## src/hw/rtl/tspi_pkg.sv

```systemverilog
// Shared types, constants and the divide-by-sixty function for the turret speed PI controller.
// Used by tspi_core and turret_speed_pi_controller; depends on nothing else.
package tspi_pkg;

    localparam logic KIND_CAPTURE = 1'b0;
    localparam logic KIND_TICK    = 1'b1;

    localparam logic [1:0] CFG_TARGET_PERIOD = 2'd0;
    localparam logic [1:0] CFG_STALL_STEP    = 2'd1;
    localparam logic [1:0] CFG_INTEGRAL_MAX  = 2'd2;

    localparam logic [15:0] STALL_STEP_RESET   = 16'd5000;
    localparam logic [22:0] INTEGRAL_MAX_RESET = 23'd5000000;
    localparam logic [13:0] PROP_MAX           = 14'd16383;
    localparam logic [18:0] TOTAL_MAX          = 19'd16256;
    localparam logic [1:0]  TIMEOUT_RELOAD     = 2'd3;

    // Quotient by 60 as (x >> 2) / 15, the latter by reciprocal multiplication.
    localparam logic [21:0] DIV15_MUL   = 22'd2236963;
    localparam int          DIV15_SHIFT = 25;

    typedef struct packed {
        logic        kind;
        logic [15:0] capture_time;
    } t_item;

    typedef struct packed {
        logic [15:0] target_period;
        logic [15:0] stall_step;
        logic [22:0] integral_max;
    } t_cfg;

    typedef struct packed {
        logic [13:0] prop;
        logic [22:0] integral;
        logic        stalled;
        logic        laser_on;
        logic [15:0] turn_count;
    } t_tick_res;

    function automatic logic [17:0] div60(input logic [22:0] x);
        logic [42:0] prod;
        prod = 43'(x[22:2]) * 43'(DIV15_MUL);
        return prod[DIV15_SHIFT +: 18];
    endfunction

endpackage

```

## src/hw/rtl/tspi_core.sv

```systemverilog
// Controller state and the single-pass PI step: capture bookkeeping, error, proportional term
// and clamped integral. Depends on tspi_pkg.
module tspi_core (
    input  logic                  i_clk,
    input  logic                  i_rst_n,
    input  logic                  i_fire,
    input  tspi_pkg::t_item       i_item,
    input  tspi_pkg::t_cfg        i_cfg,
    output tspi_pkg::t_tick_res   o_res
);

    logic [15:0] r_cur, n_cur;
    logic [15:0] r_prev, n_prev;
    logic [22:0] r_integral, n_integral;
    logic [15:0] r_turns, n_turns;
    logic        r_turn_seen, n_turn_seen;
    logic [1:0]  r_timeout, n_timeout;
    logic        r_laser, n_laser;

    logic signed [15:0] w_err;
    logic signed [24:0] w_addend;
    logic signed [24:0] w_sum;
    logic [13:0]        w_prop;
    logic [22:0]        w_integral;

    always_comb begin
        w_err = signed'(r_cur - r_prev - i_cfg.target_period);
        if (!r_turn_seen) begin
            w_prop   = tspi_pkg::PROP_MAX;
            w_addend = signed'({9'd0, i_cfg.stall_step});
        end else begin
            if (w_err[15]) begin
                w_prop = 14'd0;
            end else if (w_err[14:13] != 2'd0) begin
                w_prop = tspi_pkg::PROP_MAX;
            end else begin
                w_prop = {w_err[12:0], 1'b0};
            end
            w_addend = 25'(w_err);
        end
        w_sum = signed'({2'b00, r_integral}) + w_addend;
        if (w_sum[24]) begin
            w_integral = 23'd0;
        end else if (w_sum[23:0] > {1'b0, i_cfg.integral_max}) begin
            w_integral = i_cfg.integral_max;
        end else begin
            w_integral = w_sum[22:0];
        end
    end

    always_comb begin
        o_res.prop       = w_prop;
        o_res.integral   = w_integral;
        o_res.stalled    = !r_turn_seen;
        o_res.laser_on   = r_laser || (r_timeout != 2'd0);
        o_res.turn_count = r_turns;
    end

    always_comb begin
        n_cur       = r_cur;
        n_prev      = r_prev;
        n_integral  = r_integral;
        n_turns     = r_turns;
        n_turn_seen = r_turn_seen;
        n_timeout   = r_timeout;
        n_laser     = r_laser;
        if (i_fire) begin
            if (i_item.kind == tspi_pkg::KIND_CAPTURE) begin
                n_prev      = r_cur;
                n_cur       = i_item.capture_time;
                n_turns     = r_turns + 16'd1;
                n_turn_seen = 1'b1;
                n_timeout   = tspi_pkg::TIMEOUT_RELOAD;
            end else begin
                n_integral  = w_integral;
                n_turn_seen = 1'b0;
                if (r_timeout != 2'd0) begin
                    n_timeout = r_timeout - 2'd1;
                    n_laser   = 1'b1;
                end
            end
        end
    end

    always_ff @(posedge i_clk) begin
        if (!i_rst_n) begin
            r_cur       <= 16'd0;
            r_prev      <= 16'd0;
            r_integral  <= 23'd0;
            r_turns     <= 16'd0;
            r_turn_seen <= 1'b0;
            r_timeout   <= 2'd0;
            r_laser     <= 1'b0;
        end else begin
            r_cur       <= n_cur;
            r_prev      <= n_prev;
            r_integral  <= n_integral;
            r_turns     <= n_turns;
            r_turn_seen <= n_turn_seen;
            r_timeout   <= n_timeout;
            r_laser     <= n_laser;
        end
    end

endmodule

```

## src/hw/rtl/turret_speed_pi_controller.sv

```systemverilog
// Top level of the turret speed PI controller: input register, configuration registers,
// total and duty calculation and the result register. Depends on tspi_pkg and tspi_core.
//
// Channel  Direction  Handshake                 Beat contents
// input    in         i_valid / o_stall         i_kind, i_capture_time
// result   out        o_valid / i_stall         o_duty, o_laser_on, o_turn_count, o_stalled
// config   in         i_cfg_valid / o_cfg_ready i_cfg_index, i_cfg_data
//
// An input beat is registered in the input register and processed from there; a tick
// delivers its result through the result register, a capture delivers none. One beat per cycle
// is sustained while results are taken. A held result blocks a tick in the input register, which
// then raises o_stall; captures still pass. Reset is synchronous; configuration is always ready.
module turret_speed_pi_controller (
    input  logic        i_clk,
    input  logic        i_rst_n,
    input  logic        i_valid,
    output logic        o_stall,
    input  logic        i_kind,
    input  logic [15:0] i_capture_time,
    output logic        o_valid,
    input  logic        i_stall,
    output logic [7:0]  o_duty,
    output logic        o_laser_on,
    output logic [15:0] o_turn_count,
    output logic        o_stalled,
    input  logic        i_cfg_valid,
    output logic        o_cfg_ready,
    input  logic [1:0]  i_cfg_index,
    input  logic [22:0] i_cfg_data
);

    tspi_pkg::t_cfg      r_cfg;
    logic                r_in_valid;
    tspi_pkg::t_item     r_item;
    logic                r_out_valid;
    logic [7:0]          r_duty;
    logic                r_laser;
    logic [15:0]         r_turns;
    logic                r_stalled;

    tspi_pkg::t_tick_res w_res;
    logic                w_out_free;
    logic                w_fire;
    logic                w_tick_fire;
    logic [18:0]         w_total;
    logic [18:0]         w_total_clamped;

    assign o_cfg_ready = 1'b1;
    assign w_out_free  = !r_out_valid || !i_stall;
    assign w_fire      = r_in_valid && ((r_item.kind == tspi_pkg::KIND_CAPTURE) || w_out_free);
    assign w_tick_fire = w_fire && (r_item.kind == tspi_pkg::KIND_TICK);
    assign o_stall     = r_in_valid && !w_fire;

    always_ff @(posedge i_clk) begin
        if (!i_rst_n) begin
            r_cfg.target_period <= 16'd0;
            r_cfg.stall_step    <= tspi_pkg::STALL_STEP_RESET;
            r_cfg.integral_max  <= tspi_pkg::INTEGRAL_MAX_RESET;
        end else if (i_cfg_valid && o_cfg_ready) begin
            case (i_cfg_index)
                tspi_pkg::CFG_TARGET_PERIOD: r_cfg.target_period <= i_cfg_data[15:0];
                tspi_pkg::CFG_STALL_STEP:    r_cfg.stall_step    <= i_cfg_data[15:0];
                tspi_pkg::CFG_INTEGRAL_MAX:  r_cfg.integral_max  <= i_cfg_data;
                default: begin
                end
            endcase
        end
    end

    always_ff @(posedge i_clk) begin
        if (!i_rst_n) begin
            r_in_valid <= 1'b0;
        end else if (!o_stall) begin
            r_in_valid <= i_valid;
        end
    end

    always_ff @(posedge i_clk) begin
        if (i_valid && !o_stall) begin
            r_item.kind         <= i_kind;
            r_item.capture_time <= i_capture_time;
        end
    end

    tspi_core u_core (
        .i_clk   (i_clk),
        .i_rst_n (i_rst_n),
        .i_fire  (w_fire),
        .i_item  (r_item),
        .i_cfg   (r_cfg),
        .o_res   (w_res)
    );

    always_comb begin
        w_total = {5'd0, w_res.prop} + {1'b0, tspi_pkg::div60(w_res.integral)};
        if (w_total > tspi_pkg::TOTAL_MAX) begin
            w_total_clamped = tspi_pkg::TOTAL_MAX;
        end else begin
            w_total_clamped = w_total;
        end
    end

    always_ff @(posedge i_clk) begin
        if (!i_rst_n) begin
            r_out_valid <= 1'b0;
        end else if (w_tick_fire) begin
            r_out_valid <= 1'b1;
        end else if (!i_stall) begin
            r_out_valid <= 1'b0;
        end
    end

    always_ff @(posedge i_clk) begin
        if (w_tick_fire) begin
            r_duty    <= w_total_clamped[13:6];
            r_laser   <= w_res.laser_on;
            r_turns   <= w_res.turn_count;
            r_stalled <= w_res.stalled;
        end
    end

    assign o_valid      = r_out_valid;
    assign o_duty       = r_duty;
    assign o_laser_on   = r_laser;
    assign o_turn_count = r_turns;
    assign o_stalled    = r_stalled;

    a_duty_range : assert property (@(posedge i_clk) disable iff (!i_rst_n)
        o_valid |-> (o_duty <= 8'd254))
        else $error("duty beyond its clamped range");

    a_stall_needs_item : assert property (@(posedge i_clk) disable iff (!i_rst_n)
        o_stall |-> r_in_valid)
        else $error("input stalled with an empty input register");

    a_held_result_blocks_tick : assert property (@(posedge i_clk) disable iff (!i_rst_n)
        (r_out_valid && i_stall && r_in_valid && (r_item.kind == tspi_pkg::KIND_TICK))
            |-> o_stall)
        else $error("tick processed while a result was still held");

    a_result_from_tick : assert property (@(posedge i_clk) disable iff (!i_rst_n)
        (!r_out_valid || !i_stall) && !w_tick_fire |=> !o_valid)
        else $error("result beat appeared without a tick");

endmodule
```

## config.mk

```make
export PLATFORM = sky130hd
export DESIGN_NAME = turret_speed_pi_controller
export DESIGN_NICKNAME = d
export VERILOG_FILES = /design/src/hw/rtl/tspi_pkg.sv /design/src/hw/rtl/tspi_core.sv /design/src/hw/rtl/turret_speed_pi_controller.sv
export SDC_FILE = /design/constraint.sdc
export NUM_CORES = 1
export LEC_CHECK = 0
export BUFFER_PORTS_ARGS = -buffer_cell sky130_fd_sc_hd__buf_2
export CORE_ASPECT_RATIO = 1.2
export CORE_MARGIN = 2
export CORE_UTILIZATION = 45
export CTS_BUF_LIST = sky130_fd_sc_hd__clkbuf_8
export DETAILED_ROUTE_END_ITERATION = 12
export PLACE_DENSITY = 0.67
export SKIP_CTS_REPAIR_TIMING = 1
export SYNTH_ARGS = -nofsm -noshare
export SYNTH_HDL_FRONTEND = slang
export SYNTH_HIERARCHICAL = 1
export SYNTH_SLANG_ARGS = --single-unit
```

## constraint.sdc

```tcl
create_clock -name i_clk -period 13.8 [get_ports i_clk]
set_input_delay 2.76 -clock i_clk [delete_from_list [all_inputs] [get_ports i_clk]]
set_output_delay 2.76 -clock i_clk [all_outputs]
set_load 0.01 [all_outputs]
```

==> run summary <==
CTS tree: done
Worst Hold Path Cells: 1
Final Cell Area: 17,000 um^2
First-pass GRT wire length: 62,100 um
Area of the core: 34,000 um^2
Slew Viols, Final: 0
CP startpoint kind: flop
Inserted Clock Buffers: 17
CP arrival: 13.42 ns
Status: finished clean
# fillers: 3,183
Die width: 173 um
Worst R2R Path Depth: 55
Crit path from: r_cfg[39]
PortBufs: 74
Worst slew margin: 20.9%
Critical path's slowest cell: fa_1
Share of layout cells above drive strength 1: 11.9%
Largest net degree at the start of global routing: 110
Hold crit path type: flop to flop
GPL Wtd Cong: 0.946
Die ar.: 35,900 um^2
Antenna violations before repair: 0
Synth warn: 6
Clk_skew: 0.0276 ns
# rows: 74
Routed via count: 12,200
Critical path buffer and inverter count: 6
Storage cell area: 3930 um^2
Hpwl dp: 30,000 um
Endpoints failing hold: 0
CP endpoint kind: flop
Commonest non-fill, non-tap cells in the layout: nand2_1, ha_1, inv_1
Cell mode on critical path: ha_1
Die H: 207 um
Commonest non-fill, non-tap cell in the layout: nand2_1
CTS clk-pin slew, worst paths: 0.09 ns
Average wire per standard cell: 16.2 um
Non-Filler Instances: 2,281
WL final: 37,000 um
Min-Delay Startpoint: u_core/r_laser
1st-pass router iterations: 5
Io pins: 76
Avg Cell Area, Syn: 8.91 um^2
Critical Path RT: 14.02 ns
Max Clk Rate: 75.8 MHz
Worst Max-Slew Pin Slew: 1.18 ns
Clock Path Buffers: 2
GRT Util Overall: 21.3%
Post-DRT Antenna Nets: 0
Vias in the first global route: 12,500
Detailed-route DRC error count: 0
Final setup violation count: 0
R2r startpoint: r_cfg[39]
Worst Path Max Fanout: 7
Final net count: 2,190
Fin crit share: 95.7%
Initial Utilization: 45.6%
Syn_nets: 2,117
Critical path's top delay family: adder cells
Crit Path Category: flop to flop
Placed Cells: 2,238
Crit path time final: 13.20 ns
CTS sink count: 175
Clock latency on the worst-skew pair: 0.47 ns
Setup ws final: 0.600 ns
GR Overflow Total: 0
CTS root buf: clkbuf_8
Ant diodes: 0
Placed inst area: 16,400 um^2
CP Depth: 55
Synth Cell Area: 15,500 um^2
Area of the multi-input gates: 10,600 um^2
# Max-Cap Violations: 0
Drt initial violations: 675
H-tree levels: 4
Area Growth Syn to Fin: 9.70%
Max stage delay on crit path: 0.55 ns
Worst slack, placed: 0.0985 ns
Via density: 5.34
Post-Syn Instances: 1,739
-- metal layers --
layer / track usage, % / routed length (um) / vias to the layer above
met5: 0 / 0 / -
li1: - / - / 6056
met1: 25.4 / 15800 / 5808
met3: 2.44 / 1070 / 67
met2: 38.5 / 18700 / 255
met4: 8.83 / 1430 / 0
-- stage by stage --
stage	hold slack, ns	util [%]	setup TNS (ns)
floorplan	0.417	-	0
global placement	0.434	48.2	0
detailed placement	0.447	48.2	0
CTS	0.469	49.2	0
global route	0.491	50.0	-0.0291
finish	0.467	50.0	0
-- sequential cells by signal (all words and copies together), names as in the netlist, 2 cells and up --
register,flops
r_item,17
u_core/r_cur,16
u_core/r_turns,16
r_cfg,55
o_turn_count,16
u_core/r_prev,16
u_core/r_integral,23
o_duty,8
u_core/r_timeout,2
-- area by class of cell --
cell class | instances | share of cell area, %
clock buffer | 17 | 1.38
clock inverter | 15 | 0.721
inverter | 230 | 5.08
multi-input combinational | 1284 | 62.6
sequential | 175 | 23.1
tap | 456 | 3.36
timing repair buffer | 104 | 3.68
-- worst register-to-register path: cells and delay by family, from the launching register on --
family	cells	cell delay (ns)
XOR/XNOR	4	0.71
AND/OR/NAND/NOR	11	1.93
multiplexers	2	0.53
adder cells (fa/ha/maj)	13	4.92
buffers and inverters	6	0.48
AO/OA/AOI/OAI	19	4.05
flip-flops	1	0.33
-- worst paths after layout --
kind / endpoint / slack [ns]
worst max register to register: o_duty[0] / 0.60
worst min register to register: u_core/r_laser / 0.47
worst min-delay path: u_core/r_laser / 0.47
worst max-delay path: o_duty[0] / 0.60
Power is not shown: default switching activity piles up to over one toggle a cycle in this logic, so the estimate is an artifact.
